==> src/sle_pkg.sv <==
// Shared types, field layout and microcode program of the list engine.
`default_nettype none

package sle_pkg;

  // Default depth of the list.
  localparam int CAPACITY_DEF = 16;

  // Identifier width; it matches the fixed key and assigned-id fields.
  localparam int ID_BITS = 16;

  // Field widths of the command and result beats.
  localparam int OP_W   = 3;
  localparam int POS_W  = 4;
  localparam int KEY_W  = 16;
  localparam int STAT_W = 8;
  localparam int CODE_W = 3;
  localparam int FPOS_W = 4;
  localparam int CNT_W  = 5;
  localparam int AID_W  = 16;

  // Bit offsets inside the command beat.
  localparam int S_POS_LSB = OP_W;
  localparam int S_KEY_LSB = S_POS_LSB + POS_W;
  localparam int S_ST_LSB  = S_KEY_LSB + KEY_W;
  localparam int S_USED_W  = S_ST_LSB + STAT_W;
  localparam int M_USED_W  = CODE_W + FPOS_W + CNT_W + AID_W;

  // Bus widths, rounded up to whole bytes.
  localparam int S_TDATA_W = ((S_USED_W + 7) / 8) * 8;
  localparam int M_TDATA_W = ((M_USED_W + 7) / 8) * 8;

  // Program counter width of the sequencer.
  localparam int PC_W = 4;

  typedef logic [PC_W-1:0] pc_t;

  // Commands.
  typedef enum logic [OP_W-1:0] {
    OP_INS_FRONT  = 3'd0,
    OP_INS_END    = 3'd1,
    OP_INS_AT     = 3'd2,
    OP_REMOVE_AT  = 3'd3,
    OP_REMOVE_ID  = 3'd4,
    OP_SEARCH     = 3'd5,
    OP_SET_STATUS = 3'd6,
    OP_NOP        = 3'd7
  } op_e;

  // Result codes.
  typedef enum logic [CODE_W-1:0] {
    RC_OK       = 3'd0,
    RC_EMPTY    = 3'd1,
    RC_FULL     = 3'd2,
    RC_RANGE    = 3'd3,
    RC_NOTFOUND = 3'd4
  } rc_e;

  // Next-step selection of a control word.
  typedef enum logic [1:0] {
    NS_NEXT,      // step to pc + 1
    NS_BRANCH,    // jump to target if condition, else pc + 1
    NS_WAIT,      // jump to target if condition, else stay
    NS_DISPATCH   // jump to the entry point chosen by the command decode
  } ns_e;

  // Branch conditions.
  typedef enum logic [3:0] {
    C_ALWAYS,
    C_ACCEPT,
    C_OUT_FREE,
    C_NO_SHIFT_UP,
    C_UP_MORE,
    C_NO_SHIFT_DN,
    C_DN_MORE,
    C_SCAN_MORE,
    C_HIT,
    C_OP_REMOVE,
    C_OP_SEARCH
  } cond_e;

  // Read address of the entry memory.
  typedef enum logic [2:0] {
    RA_ZERO,
    RA_OCC_M1,
    RA_IDX_M2,
    RA_AT_P1,
    RA_IDX_P1,
    RA_IDX_P2
  } ra_e;

  // Write to the entry memory.
  typedef enum logic [1:0] {
    WR_NONE,
    WR_SHIFT,     // entry[idx] <= read data
    WR_NEW,       // entry[at]  <= fresh entry
    WR_STATUS     // entry[at]  <= key with new status
  } wr_e;

  // Update of the walk pointer.
  typedef enum logic [2:0] {
    IX_HOLD,
    IX_OCC,
    IX_AT,
    IX_ZERO,
    IX_INC,
    IX_DEC
  } ix_e;

  // Datapath register events.
  typedef enum logic [3:0] {
    EV_NONE,
    EV_ACCEPT,
    EV_DECODE,
    EV_INSERT,
    EV_REMOVE,
    EV_SCAN,
    EV_FOUND,
    EV_MISS,
    EV_EMIT
  } ev_e;

  // One control word of the program.
  typedef struct packed {
    ns_e   ns;
    cond_e cond;
    pc_t   target;
    ra_e   ra;
    wr_e   wr;
    ix_e   ix;
    ev_e   ev;
  } ctrl_t;

  // Status from the datapath to the sequencer.
  typedef struct packed {
    logic accept;
    logic out_free;
    logic no_shift_up;
    logic up_more;
    logic no_shift_dn;
    logic dn_more;
    logic scan_more;
    logic hit;
    logic op_remove;
    logic op_search;
    pc_t  dispatch;
  } flags_t;

  // One list entry.
  typedef struct packed {
    logic [ID_BITS-1:0] id;
    logic [STAT_W-1:0]  status;
  } entry_t;

  // Program addresses.
  localparam pc_t P_IDLE      = 4'd0;
  localparam pc_t P_DECODE    = 4'd1;
  localparam pc_t P_INS       = 4'd2;
  localparam pc_t P_INS_SHIFT = 4'd3;
  localparam pc_t P_INS_PUT   = 4'd4;
  localparam pc_t P_REM       = 4'd5;
  localparam pc_t P_REM_SHIFT = 4'd6;
  localparam pc_t P_REM_END   = 4'd7;
  localparam pc_t P_SRCH      = 4'd8;
  localparam pc_t P_SRCH_SCAN = 4'd9;
  localparam pc_t P_SRCH_TEST = 4'd10;
  localparam pc_t P_MISS      = 4'd11;
  localparam pc_t P_FOUND     = 4'd12;
  localparam pc_t P_FOUND_SEL = 4'd13;
  localparam pc_t P_SET       = 4'd14;
  localparam pc_t P_EMIT      = 4'd15;

  // Microcode read-only table.
  function automatic ctrl_t ucode(pc_t pc);
    ctrl_t w;
    w = '{NS_NEXT, C_ALWAYS, P_IDLE, RA_ZERO, WR_NONE, IX_HOLD, EV_NONE};
    unique case (pc)
      // wait for a command beat
      P_IDLE:      w = '{NS_WAIT, C_ACCEPT, P_DECODE, RA_ZERO, WR_NONE, IX_HOLD, EV_ACCEPT};
      // check the command against the list, pick the routine
      P_DECODE:    w = '{NS_DISPATCH, C_ALWAYS, P_IDLE, RA_ZERO, WR_NONE, IX_HOLD, EV_DECODE};
      // insert: open a gap at the target position
      P_INS:       w = '{NS_BRANCH, C_NO_SHIFT_UP, P_INS_PUT, RA_OCC_M1, WR_NONE, IX_OCC,
                         EV_NONE};
      P_INS_SHIFT: w = '{NS_BRANCH, C_UP_MORE, P_INS_SHIFT, RA_IDX_M2, WR_SHIFT, IX_DEC,
                         EV_NONE};
      P_INS_PUT:   w = '{NS_BRANCH, C_ALWAYS, P_EMIT, RA_ZERO, WR_NEW, IX_HOLD, EV_INSERT};
      // remove: close the gap at the target position
      P_REM:       w = '{NS_BRANCH, C_NO_SHIFT_DN, P_REM_END, RA_AT_P1, WR_NONE, IX_AT,
                         EV_NONE};
      P_REM_SHIFT: w = '{NS_BRANCH, C_DN_MORE, P_REM_SHIFT, RA_IDX_P2, WR_SHIFT, IX_INC,
                         EV_NONE};
      P_REM_END:   w = '{NS_BRANCH, C_ALWAYS, P_EMIT, RA_ZERO, WR_NONE, IX_HOLD, EV_REMOVE};
      // search: walk from the front, one entry a step
      P_SRCH:      w = '{NS_NEXT, C_ALWAYS, P_IDLE, RA_ZERO, WR_NONE, IX_ZERO, EV_NONE};
      P_SRCH_SCAN: w = '{NS_BRANCH, C_SCAN_MORE, P_SRCH_SCAN, RA_IDX_P1, WR_NONE, IX_INC,
                         EV_SCAN};
      P_SRCH_TEST: w = '{NS_BRANCH, C_HIT, P_FOUND, RA_ZERO, WR_NONE, IX_HOLD, EV_NONE};
      P_MISS:      w = '{NS_BRANCH, C_ALWAYS, P_EMIT, RA_ZERO, WR_NONE, IX_HOLD, EV_MISS};
      P_FOUND:     w = '{NS_BRANCH, C_OP_REMOVE, P_REM, RA_ZERO, WR_NONE, IX_HOLD, EV_FOUND};
      P_FOUND_SEL: w = '{NS_BRANCH, C_OP_SEARCH, P_EMIT, RA_ZERO, WR_NONE, IX_HOLD, EV_NONE};
      P_SET:       w = '{NS_BRANCH, C_ALWAYS, P_EMIT, RA_ZERO, WR_STATUS, IX_HOLD, EV_NONE};
      // hand the result to the output register
      P_EMIT:      w = '{NS_WAIT, C_OUT_FREE, P_IDLE, RA_ZERO, WR_NONE, IX_HOLD, EV_EMIT};
    endcase
    return w;
  endfunction

endpackage

`default_nettype wire

==> src/sequential_list_engine.sv <==
// Commands settled at decode go from decode straight to the result step; the others walk
// the entry memory, moving or scanning one entry per microcode step.
// Throughput: one command in work at a time; the next beat is taken the cycle after the
// result loads.
// The result register lets the next command enter while the last result waits.
// Reset empties the list and clears the id counter; entry memory is not cleared.
`default_nettype none

module sequential_list_engine
  import sle_pkg::*;
#(
  parameter int CAPACITY = CAPACITY_DEF
) (
  input  wire                  clk_i,
  input  wire                  rst_ni,
  input  wire                  s_axis_tvalid_i,
  output logic                 s_axis_tready_o,
  // operation[2:0], position[6:3], key_id[22:7], new_status[30:23], zero pad
  input  wire [S_TDATA_W-1:0]  s_axis_tdata_i,
  output logic                 m_axis_tvalid_o,
  input  wire                  m_axis_tready_i,
  // result_code[2:0], found_position[6:3], entry_count[11:7], assigned_id[27:12], zero pad
  output logic [M_TDATA_W-1:0] m_axis_tdata_o
);

  ctrl_t  ctrl;
  flags_t flags;

  // Program sequencer
  sle_sequencer u_seq (
    .clk_i   (clk_i),
    .rst_ni  (rst_ni),
    .flags_i (flags),
    .ctrl_o  (ctrl)
  );

  // List datapath
  sle_datapath #(
    .CAPACITY (CAPACITY)
  ) u_dp (
    .clk_i           (clk_i),
    .rst_ni          (rst_ni),
    .ctrl_i          (ctrl),
    .flags_o         (flags),
    .s_axis_tvalid_i (s_axis_tvalid_i),
    .s_axis_tready_o (s_axis_tready_o),
    .s_axis_tdata_i  (s_axis_tdata_i),
    .m_axis_tvalid_o (m_axis_tvalid_o),
    .m_axis_tready_i (m_axis_tready_i),
    .m_axis_tdata_o  (m_axis_tdata_o)
  );

endmodule

`default_nettype wire

==> src/sle_sequencer.sv <==
// Microcode sequencer: step counter, program table lookup and branching.
`default_nettype none

module sle_sequencer
  import sle_pkg::*;
(
  input  wire    clk_i,
  input  wire    rst_ni,
  input  flags_t flags_i,
  output ctrl_t  ctrl_o
);

  pc_t   pc_q, pc_d;
  ctrl_t ctrl;
  logic  cond_true;

  // Fetch the control word of the current step
  assign ctrl   = ucode(pc_q);
  assign ctrl_o = ctrl;

  // Select the branch condition
  always_comb begin
    unique case (ctrl.cond)
      C_ALWAYS:      cond_true = 1'b1;
      C_ACCEPT:      cond_true = flags_i.accept;
      C_OUT_FREE:    cond_true = flags_i.out_free;
      C_NO_SHIFT_UP: cond_true = flags_i.no_shift_up;
      C_UP_MORE:     cond_true = flags_i.up_more;
      C_NO_SHIFT_DN: cond_true = flags_i.no_shift_dn;
      C_DN_MORE:     cond_true = flags_i.dn_more;
      C_SCAN_MORE:   cond_true = flags_i.scan_more;
      C_HIT:         cond_true = flags_i.hit;
      C_OP_REMOVE:   cond_true = flags_i.op_remove;
      C_OP_SEARCH:   cond_true = flags_i.op_search;
      default:       cond_true = 1'b0;
    endcase
  end

  // Compute the next step
  always_comb begin
    unique case (ctrl.ns)
      NS_NEXT:     pc_d = pc_q + PC_W'(1);
      NS_BRANCH:   pc_d = cond_true ? ctrl.target : pc_q + PC_W'(1);
      NS_WAIT:     pc_d = cond_true ? ctrl.target : pc_q;
      NS_DISPATCH: pc_d = flags_i.dispatch;
    endcase
  end

  // Advance the step counter
  always_ff @(posedge clk_i or negedge rst_ni) begin
    if (!rst_ni) begin
      pc_q <= P_IDLE;
    end else begin
      pc_q <= pc_d;
    end
  end

  a_accept_decodes: assert property (@(posedge clk_i) disable iff (!rst_ni)
    (pc_q == P_IDLE && flags_i.accept) |=> pc_q == P_DECODE)
    else $error("accepted command did not enter decode");

  a_dispatch_entry: assert property (@(posedge clk_i) disable iff (!rst_ni)
    (pc_q == P_DECODE) |-> (flags_i.dispatch == P_INS || flags_i.dispatch == P_REM ||
                            flags_i.dispatch == P_SRCH || flags_i.dispatch == P_EMIT))
    else $error("decode dispatched to a step that is no routine entry");

endmodule

`default_nettype wire

==> src/sle_datapath.sv <==
// List datapath: command registers, entry memory, walk pointer and result register.
`default_nettype none

module sle_datapath
  import sle_pkg::*;
#(
  parameter int CAPACITY = CAPACITY_DEF
) (
  input  wire                  clk_i,
  input  wire                  rst_ni,
  input  ctrl_t                ctrl_i,
  output flags_t               flags_o,
  input  wire                  s_axis_tvalid_i,
  output logic                 s_axis_tready_o,
  // operation[2:0], position[6:3], key_id[22:7], new_status[30:23], zero pad
  input  wire [S_TDATA_W-1:0]  s_axis_tdata_i,
  output logic                 m_axis_tvalid_o,
  input  wire                  m_axis_tready_i,
  // result_code[2:0], found_position[6:3], entry_count[11:7], assigned_id[27:12], zero pad
  output logic [M_TDATA_W-1:0] m_axis_tdata_o
);

  localparam int AW  = (CAPACITY > 1) ? $clog2(CAPACITY) : 1;
  localparam int OW  = $clog2(CAPACITY + 1);
  localparam int OW1 = OW + 1;
  localparam int CW  = (OW > POS_W) ? OW : POS_W;

  // Command registers
  op_e                op_q;
  logic [POS_W-1:0]   pos_q;
  logic [ID_BITS-1:0] key_q;
  logic [STAT_W-1:0]  st_q;

  // List state
  logic [OW-1:0]      occ_q;
  logic [ID_BITS-1:0] idc_q;
  logic [AW-1:0]      idx_q;
  logic [AW-1:0]      at_q;
  logic               hit_q;

  // Result registers
  rc_e                code_q;
  logic [FPOS_W-1:0]  fpos_q;
  logic [ID_BITS-1:0] newid_q;
  logic               m_valid_q;
  logic [M_TDATA_W-1:0] m_data_q;

  // Entry memory
  entry_t             mem [CAPACITY];
  entry_t             rd_q;
  logic [AW-1:0]      rd_addr;
  logic               wr_en;
  logic [AW-1:0]      wr_addr;
  entry_t             wr_data;

  // Decode signals
  logic [CW-1:0]      occ_w, pos_w, at_w;
  rc_e                dec_code;
  pc_t                dec_pc;
  logic               is_insert;
  logic               accept, out_free, emit_load, match;

  assign s_axis_tready_o = (ctrl_i.ev == EV_ACCEPT);
  assign accept          = s_axis_tvalid_i && s_axis_tready_o;
  assign out_free        = !m_valid_q || m_axis_tready_i;
  assign emit_load       = (ctrl_i.ev == EV_EMIT) && out_free;
  assign match           = (rd_q.id == key_q);

  assign m_axis_tvalid_o = m_valid_q;
  assign m_axis_tdata_o  = m_data_q;

  // Check the command against occupancy and pick the routine
  always_comb begin
    occ_w     = CW'(occ_q);
    pos_w     = CW'(pos_q);
    is_insert = (op_q == OP_INS_FRONT) || (op_q == OP_INS_END) || (op_q == OP_INS_AT);
    unique case (op_q)
      OP_INS_FRONT: at_w = '0;
      OP_INS_END:   at_w = occ_w;
      default:      at_w = pos_w;
    endcase
    dec_code = RC_OK;
    dec_pc   = P_EMIT;
    priority if (is_insert) begin
      priority if (occ_w >= CW'(CAPACITY)) begin
        dec_code = RC_FULL;
      end else if (at_w > occ_w) begin
        dec_code = RC_RANGE;
      end else begin
        dec_pc = P_INS;
      end
    end else if (op_q == OP_NOP) begin
      dec_code = RC_OK;
    end else if (occ_q == '0) begin
      dec_code = RC_EMPTY;
    end else if (op_q == OP_REMOVE_AT) begin
      if (pos_w >= occ_w) begin
        dec_code = RC_RANGE;
      end else begin
        dec_pc = P_REM;
      end
    end else begin
      dec_pc = P_SRCH;
    end
  end

  // Report conditions to the sequencer
  always_comb begin
    flags_o.accept      = accept;
    flags_o.out_free    = out_free;
    flags_o.no_shift_up = (OW'(at_q) == occ_q);
    flags_o.up_more     = ((idx_q - AW'(1)) != at_q);
    flags_o.no_shift_dn = ((OW1'(at_q) + OW1'(1)) == OW1'(occ_q));
    flags_o.dn_more     = ((OW1'(idx_q) + OW1'(2)) != OW1'(occ_q));
    flags_o.scan_more   = !match && ((OW1'(idx_q) + OW1'(1)) != OW1'(occ_q));
    flags_o.hit         = hit_q;
    flags_o.op_remove   = (op_q == OP_REMOVE_ID);
    flags_o.op_search   = (op_q == OP_SEARCH);
    flags_o.dispatch    = dec_pc;
  end

  // Select the memory read address
  always_comb begin
    unique case (ctrl_i.ra)
      RA_ZERO:   rd_addr = '0;
      RA_OCC_M1: rd_addr = AW'(occ_q - OW'(1));
      RA_IDX_M2: rd_addr = idx_q - AW'(2);
      RA_AT_P1:  rd_addr = at_q + AW'(1);
      RA_IDX_P1: rd_addr = idx_q + AW'(1);
      RA_IDX_P2: rd_addr = idx_q + AW'(2);
      default:   rd_addr = '0;
    endcase
  end

  // Select the memory write
  always_comb begin
    wr_en   = 1'b0;
    wr_addr = at_q;
    wr_data = rd_q;
    unique case (ctrl_i.wr)
      WR_NONE: begin
        wr_en = 1'b0;
      end
      WR_SHIFT: begin
        wr_en   = 1'b1;
        wr_addr = idx_q;
        wr_data = rd_q;
      end
      WR_NEW: begin
        wr_en          = 1'b1;
        wr_data.id     = idc_q + ID_BITS'(1);
        wr_data.status = '0;
      end
      WR_STATUS: begin
        wr_en          = 1'b1;
        wr_data.id     = key_q;
        wr_data.status = st_q;
      end
    endcase
  end

  // Write one entry and read one entry per cycle
  always_ff @(posedge clk_i) begin
    if (wr_en) begin
      mem[wr_addr] <= wr_data;
    end
    rd_q <= mem[rd_addr];
  end

  // Control state: occupancy, id counter, walk pointer, output valid
  always_ff @(posedge clk_i or negedge rst_ni) begin
    if (!rst_ni) begin
      occ_q     <= '0;
      idc_q     <= '0;
      idx_q     <= '0;
      m_valid_q <= 1'b0;
    end else begin
      unique case (ctrl_i.ix)
        IX_OCC:  idx_q <= AW'(occ_q);
        IX_AT:   idx_q <= at_q;
        IX_ZERO: idx_q <= '0;
        IX_INC:  idx_q <= idx_q + AW'(1);
        IX_DEC:  idx_q <= idx_q - AW'(1);
        default: idx_q <= idx_q;
      endcase
      if (ctrl_i.ev == EV_INSERT) begin
        occ_q <= occ_q + OW'(1);
        idc_q <= idc_q + ID_BITS'(1);
      end else if (ctrl_i.ev == EV_REMOVE) begin
        occ_q <= occ_q - OW'(1);
      end
      if (emit_load) begin
        m_valid_q <= 1'b1;
      end else if (m_axis_tready_i) begin
        m_valid_q <= 1'b0;
      end
    end
  end

  // Payload: command capture, walk results and the output beat
  always_ff @(posedge clk_i) begin
    if (accept) begin
      op_q  <= op_e'(s_axis_tdata_i[OP_W-1:0]);
      pos_q <= s_axis_tdata_i[S_POS_LSB +: POS_W];
      key_q <= ID_BITS'(s_axis_tdata_i[S_KEY_LSB +: KEY_W]);
      st_q  <= s_axis_tdata_i[S_ST_LSB +: STAT_W];
    end
    unique case (ctrl_i.ev)
      EV_DECODE: begin
        code_q  <= dec_code;
        fpos_q  <= '0;
        newid_q <= '0;
        at_q    <= AW'(at_w);
      end
      EV_INSERT: begin
        fpos_q  <= FPOS_W'(at_q);
        newid_q <= idc_q + ID_BITS'(1);
      end
      EV_REMOVE, EV_FOUND: begin
        fpos_q <= FPOS_W'(at_q);
      end
      EV_SCAN: begin
        at_q  <= idx_q;
        hit_q <= match;
      end
      EV_MISS: begin
        code_q <= RC_NOTFOUND;
      end
      default: begin
      end
    endcase
    if (emit_load) begin
      m_data_q <= M_TDATA_W'({AID_W'(newid_q), CNT_W'(occ_q), fpos_q, code_q});
    end
  end

  a_occ_bound: assert property (@(posedge clk_i) disable iff (!rst_ni)
    OW1'(occ_q) <= OW1'(CAPACITY))
    else $error("occupancy above capacity");

  a_occ_step: assert property (@(posedge clk_i) disable iff (!rst_ni)
    (occ_q == $past(occ_q) || occ_q == $past(occ_q) + OW'(1) ||
     occ_q == $past(occ_q) - OW'(1)))
    else $error("occupancy moved by more than one entry");

  a_id_with_insert: assert property (@(posedge clk_i) disable iff (!rst_ni)
    (idc_q != $past(idc_q)) |-> (occ_q == $past(occ_q) + OW'(1)))
    else $error("id counter advanced without an insert");

  a_full_count: assert property (@(posedge clk_i) disable iff (!rst_ni)
    (m_valid_q && m_data_q[CODE_W-1:0] == RC_FULL) |->
      (m_data_q[CODE_W+FPOS_W +: CNT_W] == CNT_W'(CAPACITY)))
    else $error("full code reported with a list that is not full");

endmodule

`default_nettype wire
==> config.mk <==
export PLATFORM = sky130hd
export DESIGN_NAME = sequential_list_engine
export DESIGN_NICKNAME = d
export VERILOG_FILES = /design/src/sle_pkg.sv /design/src/sequential_list_engine.sv /design/src/sle_sequencer.sv /design/src/sle_datapath.sv
export SDC_FILE = /design/constraint.sdc
export NUM_CORES = 1
export LEC_CHECK = 0
export BUFFER_PORTS_ARGS = -buffer_cell sky130_fd_sc_hd__buf_2
export CAP_MARGIN = 20
export CORE_MARGIN = 2
export CORE_UTILIZATION = 50
export CTS_CLUSTER_DIAMETER = 120
export DETAILED_ROUTE_END_ITERATION = 10
export PLACE_DENSITY = 0.72
export SETUP_SLACK_MARGIN = 0.1
export SLEW_MARGIN = 20
export SYNTH_ARGS = -nofsm -noshare
export SYNTH_HDL_FRONTEND = slang
export SYNTH_HIERARCHICAL = 1
export SYNTH_SLANG_ARGS = --single-unit
==> constraint.sdc <==
create_clock -name clk_i -period 10 [get_ports clk_i]
set_input_delay 0.5 -clock clk_i [delete_from_list [all_inputs] [get_ports clk_i]]
set_output_delay 0.5 -clock clk_i [all_outputs]
set_load 0.01 [all_outputs]
Word level (Yosys, flattened, before mapping)
Memory sizes are Yosys's and may differ from the RTL's. A register that Yosys moved wholly into a read port is not among the register bits.
Index checks and enable logic that the tools add are counted.
{ "word_totals": {"regBits": 117, "mem_bits_rw": 384, "mem_bits_ro": 352, "in_bits": 36, "output_inout_bits": 34, "wordCells": 135, "n_memories": 2} }
{ "mem_list": {"columns": ["name", "depth", "word_bits", "rd", "rd_ports_with_merged_regs", "wr", "line_no", "source"], "rows": [
  ["u_dp.mem", 16, 24, 1, 1, 1, "sle_datapath.sv:49", "entry_t mem [CAPACITY];"],
  ["(name not given)", 16, 22, 1, 0, 0, "sle_pkg.sv:177", "unique case (pc)"]
]} }
{ "op_classes": {"add_sub_neg": 12, "order_cmp": 3, "eq_ne": 47, "mux": 34, "n_reduce_logical": 22} }
{ "ops": {"columns": ["cell", "count"], "rows": [
  ["$pmux W24 S2", 1],
  ["$mux W4", 10],
  ["$pmux W4 S5", 2],
  ["$eq A4 B3 Y1 const B", 8],
  ["$pmux W16 S2", 1],
  ["$eq A3 B3 Y1 const B", 7],
  ["$eq A3 B2 Y1 const B", 6],
  ["$add A16 B1 Y16 const B", 1],
  ["$eq A16 B16 Y1", 1],
  ["$eq A4 B2 Y1 const B", 4],
  ["$eq A4 B4 Y1 const B", 4],
  ["$pmux W4 S2", 2],
  ["$pmux W4 S4", 1],
  ["$mux W3", 5],
  ["$add A4 B1 Y4 const B", 3],
  ["$ne A6 B5 Y1", 2],
  ["$reduce_bool A2 Y1", 6],
  ["$pmux W1 S11", 1],
  ["$add A4 B1 Y5 const B", 2],
  ["$mux W5", 2],
  ["$pmux W5 S2", 1],
  ["$eq A3 B1 Y1 const B", 3],
  ["$eq A2 B2 Y1 const B", 4],
  ["$eq A4 B1 Y1 const B", 2],
  ["27 further kinds", 39]
]} }

Logic depth before layout (Yosys ltp)
Gate-level depths: netlist (run 1).
{ "depth": {"depth_word": 7, "depth_mapped": 16, "depth_no_buf": 14} }

Hierarchy
The synthesis (run 1) kept the hierarchy.
{ "modules_own_cells": {"columns": ["module", "n_inst", "cells_per_inst", "area_each_um2", "seq_area_each_um2"], "rows": [
  ["sle_datapath", 1, 1298, 17088.9, 11030.6],
  ["sle_sequencer", 1, 143, 987.2, 100.1]
]} }

Least setup slack after synthesis (run 1)
No wires, ideal clock.
{ "synth_timing": {"path_type": "flip-flop to flip-flop", "from": "reg u_seq.pc_q[3]", "to": "reg u_seq.pc_q[1]", "setup_ns": 0.126, "arrival_time_ns": 4.324, "required_time_ns": 9.874, "slack_ns": 5.549, "stages_incl_launch_ff": 16, "path_buffers": 5, "synth_period_minus_slack_ns": 4.451, "path_cell_list": "dfrtp_1 buf_6 clkbuf_1 clkbuf_1 clkbuf_1 mux2i_1 o21ai_0 nor4b_1 and2_1 buf_4 a21oi_1 o32ai_1 a211oi_4 nor2_1 mux2i_1 o21ai_0"} }
{ "synth_rtl": {"columns": ["element", "line_no", "source"], "rows": [
  ["start, declared", "sle_sequencer.sv:13", "pc_t pc_q, pc_d;"],
  ["start signal, assigned", "sle_sequencer.sv:54", "pc_q <= pc_d;"]
]} }

==> results of run 1 <==
==> registers in the layout, summed over array words and instances (netlist names), 3 cells and up <==
register	flops
u_dp/m_axis_tdata_o	28
u_dp/at_q	4
u_dp/idc_q	16
u_dp/idx_q	4
u_dp/newid_q	16
u_seq/pc_q	4
u_dp/mem	256
u_dp/fpos_q	4
u_dp/code_q	3
u_dp/key_q	16
u_dp/pos_q	4
u_dp/rd_q	16
u_dp/op_q	3
u_dp/occ_q	5
==> worst max path at each step <==
| stage | from | end | slack (ps) | cells after the start |
|---|---|---|---|---|
| 2_1_floorplan | u_seq/pc_q[3] | u_seq/pc_q[1] | 5550 | 15 |
| 3_3_place_gp | u_seq/pc_q[0] | u_dp/rd_q[23] | 5160 | 11 |
| 3_5_place_dp | u_seq/pc_q[0] | u_dp/rd_q[10] | 5080 | 11 |
| 4_1_cts | u_seq/pc_q[0] | u_dp/rd_q[10] | 5050 | 11 |
| 5_1_grt | u_seq/pc_q[0] | u_dp/rd_q[10] | 5000 | 11 |
| 6_report | u_seq/pc_q[0] | u_dp/rd_q[10] | 5340 | 11 |
==> routing by layer <==
layer	vias up	routed length (um)
li1	5568	-
met2	532	21600
met4	0	1120
met3	74	3160
met5	-	0
met1	6072	18400
==> through the flow <==
step	hold slack [ps]	total power, uW	setup WS [ps]
finish	33.1	3180	5340
global route	88.2	3260	5000
CTS	45.8	3200	5050
detailed placement	405	1750	5080
global placement	402	1750	5160
floorplan	204	1740	5550
==> cell type report <==
cell class / instances / area [um^2]
clock buffer: 54 / 1100
clock inverter: 20 / 196
fill: 2861 / 15500
inverter: 27 / 101
multi-input combinational: 901 / 6370
sequential: 381 / 11100
tap: 461 / 577
timing repair buffer: 92 / 554
==> power groups by stage <==
stage / combinational (uW) / clock (uW) / sequential (uW)
floorplan: 1.87 / 0 / 1740
global placement: 8.63 / 0 / 1740
detailed placement: 8.78 / 0 / 1740
CTS: 8.93 / 1480 / 1710
global route: 9.82 / 1550 / 1710
finish: 8.59 / 1460 / 1710
==> worst max-delay path, cell delays in order, from the launching register on <==
cell      delay [ps]
dfrtp_1          550
inv_1            190
ha_1             420
nand2_1          120
a21oi_2          580
or4b_4           570
o211ai_4         400
buf_4            800
o21ai_0          220
a32o_1           300
mux2i_1          170
mux2_2           190
==> qor.txt, run 1 <==
Outcome: finished clean
Num ports: 70
GP Congestion: 0.840
Met2 usage: 38.1%
Hold Crit Class: in2async
Post_cts resized: 0
VDD IR max: 0.166 mV
Root buffer cell: clkbuf_16
Commonest cells after routing, fill and taps aside: 335 x edfxtp_1, 160 x o21ai_0, 82 x nand3_1
Reg2Reg Setup Slack: 5340 ps
Final #Nets: 1506
Initial Util: 50.8%
Crit end category: flip-flop
DRC errors left: 0
Power share of the clock group: 46.0%
Tcrit/Tclk final: 46.6%
1st-pass router iterations: 5
Pwr dens: 159 nW/um^2
RR Startpoint: u_seq/pc_q[0]
Cts hold-fix bufs: 0
Post-route ant nets: 0
Post-Syn Area per Cell: 12.6 um^2
P_leak: 0.00682 uW
CTS Buf Count: 40
CP Launch Type: flip-flop
H-tree depth: 2
Total GRT Usage: 23.2%
Initial antenna violation count: 0
Sw Ratio: 19.2%
Clock Path Buffers: 3
Setup TNS: 0 ps
Worst Skew: 10.3 ps
Max cap viols: 0
Worst flop-to-flop path endpoint: u_dp/rd_q[10]
Area after DPL: 18700 um^2
Crit Path Max Fanout: 91
Met1 GRT Util: 32.1%
Post-layout min period: 4660 ps
Die width: 194 um
CP required: 10480 ps
Fin. Hold Viols: 0
Worst r2r path cells: 11
Postcts setup bufs: 0
Vias in the first global route: 11700
Die ar.: 37700 um^2
Sw Pwr: 609 uW
Setup violators final: 0
Worst-Margin Slew: 1120 ps
First-pass GRT wire length: 68.7 mm
Post-layout util: 56.3%
DP Wirelength: 25.4 mm
Synth Instances: 1439
Setup repair after global routing missed its margin: no
Routed length per instance: 22.8 um
Total grt overflow: 0
Die Y: 194 um
# diodes: 0
Met3 Track Usage GR: 3.20%
Synthesized cell area: 18100 um^2
Share of cells above drive strength 1: 15.0%
Final Slew Violations: 0
Rows: 69
Latest clock arrival within the worst-skew pair: 540 ps
Sequential share of power: 53.7%
Busiest grt layer: met2
Drt via density: 6.33
Max Fclk: 0.215 GHz
Design area: 20000 um^2
Int Power: 2570 uW
DRT iter0 DRCs: 1396
Slew Limit Headroom: 25.1%
Combinational share of power: 0.3%
Area growth syn-to-layout: 10.9%
CP arrival: 5130 ps
CTS clk-pin slew, worst paths: 70 ps
Yosys Warn Count: 6
Critical path class: reg2reg
Final WL: 44.2 mm
TritonCTS clock tree: done
Total number of vias: 12200
Final Instance Count excl. Fillers: 1936
Most common cell after layout, fill and taps aside: edfxtp_1
CTS Sinks: 381
Core footprint: 35600 um^2
Port Buffers: 56
Pin count of the biggest net entering global routing: 129
Cells after DPL: 1862
No activity file was read; power rests on OpenSTA's default activity.
==> run 2: changes to the inputs <==
--- a/config.mk
+++ b/config.mk
@@ -5,6 +5,7 @@
 export SDC_FILE = /design/constraint.sdc
 export NUM_CORES = 1
 export LEC_CHECK = 0
+export ABC_AREA = 1
 export BUFFER_PORTS_ARGS = -buffer_cell sky130_fd_sc_hd__buf_2
 export CAP_MARGIN = 20
 export CORE_MARGIN = 2
==> constraint.sdc (replaced) <==
create_clock -name clk_i -period 4.3 [get_ports clk_i]
set_input_delay 0.215 -clock clk_i [delete_from_list [all_inputs] [get_ports clk_i]]
set_output_delay 0.215 -clock clk_i [all_outputs]
set_load 0.01 [all_outputs]
==> qor.txt, run 2 <==
Outcome: finished clean
Post-layout min period: 3780 ps (-873 ps)
Worst stage delay on the critical path: 510 ps (-290 ps)
Crit end category: flip-flop
Post-route ant nets: 0 (unchanged)
Root buffer cell: clkbuf_16
List of most frequent post-synthesis cells: 349 x nand2_1, 335 x edfxtp_1, 317 x nand3_1
Largest Register: u_dp/mem
Final WL: 45.0 mm (+1.8%)
Core footprint: 36400 um^2 (+2.4%)
Vias in the first global route: 12800 (+9.6%)
Met3 WL: 3.77 mm (+20%)
Area growth syn-to-layout: 13.3%
WP buf/inv: 5 (+3)
Commonest cells after routing, fill and taps aside: 347 x nand2_1, 335 x edfxtp_1, 317 x nand3_1
DR WL met2: 20.8 mm (-3.7%)
First-pass GRT wire length: 69.8 mm (+1.7%)
DRT iter0 DRCs: 1529 (+9.5%)
Metal-1 WL: 18.6 mm (+1.3%)
Library cells used by synthesis: 53
Post-Syn Area per Cell: 10.1 um^2 (-20%)
Worst Skew: 14.9 ps (+4.54 ps)
# diodes: 0 (unchanged)
Top Metal Used: met4
Tcrit/Tclk final: 88.0% (+41 points)
Die ar.: 38300 um^2 (+1.8%)
Total grt overflow: 0 (unchanged)
Drt via density: 5.59 (-12%)
Die width: 196 um (+0.88%)
Latest clock arrival within the worst-skew pair: 540 ps (about the same)
Final Slew Violations: 0 (unchanged)
Setup violators final: 0 (unchanged)
Share of the synthesized area in the top cell type: 54.7%
Die Y: 196 um (+0.88%)
GP Congestion: 0.905 (+7.7%)
Routed length per instance: 18.7 um (-18%)
Synth Instances: 1826 (+27%)
Clock Path Buffers: 3 (unchanged)
Worst-Margin Slew: 911 ps (-210 ps)
CP delay by family, top: buffers and inverters
TritonCTS clock tree: done
Total number of vias: 13500 (+9.9%)
DRC errors left: 0 (unchanged)
Area leader, netlist: edfxtp_1
Setup TNS: 0 ps (unchanged)
Critical path cell sequence: inv_1, ha_1, nand3_1, o21ai_0, buf_4, inv_1, nand2_1, o21ai_0, inv_1, nor2_1, nand2_1, nor2_2, buf_4
Setup repair after global routing missed its margin: no
Most common cell after layout, fill and taps aside: nand2_1
Top post-synthesis cells by area: edfxtp_1 55%, nand3_1 8.6%, nand2_1 7.1%
Main synth FF type: edfxtp_1
CP required: 4520 ps (-5960 ps)
CP most frequent cell: inv_1
Yosys Warn Count: 6 (unchanged)
Max reg flops: 256 (unchanged)
Postcts setup bufs: 0 (unchanged)
Initial Util: 50.5% (-0.31 points)
Rows: 70 (+1.4%)
Slew Limit Headroom: 39.2% (+14 points)
# fillers: 2986 (+4.4%)
Final #Nets: 1975 (+31%)
H-tree depth: 2 (unchanged)
Hold Crit Class: in2reg
Async SR Flop Fraction: 7.87%
Slowest cell on crit path: dfrtp_1
Critical path class: reg2reg
Num ports: 70 (unchanged)
CTS clk-pin slew, worst paths: 60 ps (about the same)
Post_cts resized: 0 (unchanged)
Fin. Hold Viols: 0 (unchanged)
Count leader, synth: nand2_1
Total GRT Usage: 23.5% (+0.32 points)
Register area share after synthesis: 60.5%
Crit Path Max Fanout: 12 (-87%)
Share of cells above drive strength 1: 11.7% (-3.3 points)
CP Launch Type: flip-flop
Initial antenna violation count: 0 (unchanged)
1st-pass router iterations: 8 (+3)
Port Buffers: 56 (unchanged)
CP arrival: 4010 ps (-1120 ps)
CTS Sinks: 381 (unchanged)
CTS Buf Count: 39 (-2.5%)
Pin count of the biggest net entering global routing: 129 (unchanged)
Synthesized cell area: 18400 um^2 (+1.8%)
Max Fclk: 0.264 GHz (+23%)
Yosys reg bits: 381
Number of synthesized flops with an enable pin: 335
Max cap viols: 0 (unchanged)
DP Wirelength: 28.6 mm (+13%)
==> run 2: repair_timing <==
action | CTS | global route
hold buffers | 24 | 0
endpoints found under the setup margin | 0 | 0
endpoints found under the hold margin | 53 | 0
==> run 2: path summary, 6_finish.rpt <==
check / from / to / slack (ps) / cells after the start
max: u_seq/pc_q[0] / u_dp/mem[2][20] / 520 / 13
max reg2reg: u_seq/pc_q[0] / u_dp/mem[2][20] / 520 / 13
min: m_axis_tready_i / u_dp/m_axis_tvalid_o / 30 / 4
min reg2reg: u_dp/fpos_q[3] / u_dp/m_axis_tdata_o[6] / 420 / 0
max in group asynchronous: rst_ni / u_dp/idc_q[6] / 3510 / 2
min in group asynchronous: rst_ni / u_dp/idx_q[1] / 290 / 2
==> run 2: cell families (layout without fill, tap and decap cells) <==
family                     Yosys count  after routing  synth area share (%)
AOI/OAI and AO/OA                  122            122                  4.08
xor gates and xnor gates            36             36                  1.76
adders and majority gates           27             27                  1.88
buffers and inverters              353            465                  8.06
DFF                                381            381                  60.5
muxes                                1              1                0.0544
other                                1              4                0.0204
and+or+nand+nor                    905            905                  23.6
==> run 2: tightest hold or removal path, stage by stage <==
cell	delay (ps)
buf_2	80
inv_1	50
nand2_1	110
nand2_1	70
==> run 2: metal layers <==
metal	up-vias	track usage, %
met5	-	0
met4	0	9.82
met3	135	3.82
met2	606	38.2
met1	6364	31.6
li1	6354	-
==> run 2: area by class of cell <==
cell class              instances  area, um^2  share of cell area (%)
clock inverters                23         211                    1.01
clock buffers                  47        1030                    4.92
well taps                     468         586                    2.81
multi-input cells            1095        5860                    28.1
repair buffers                131        1040                    4.99
inverters                     264         991                    4.75
flip-flops and latches        381       11100                    53.4
==> run 2: stage by stage <==
step	utilization, %	hold slack, ps	instances	setup WS, ps	area [um^2]
2_1_floorplan	-	-80.6	1829	1150	18400
3_3_place_gp	53.2	329	2315	725	19400
3_5_place_dp	53.2	336	2315	618	19400
4_1_cts	57.2	3.27	2409	581	20800
5_1_grt	57.2	32.6	2409	149	20800
6_report	57.2	25.6	2409	515	20800
Power of run 2 is not shown: default switching activity piles up to over one toggle a cycle in this logic, so the estimate is an artifact.
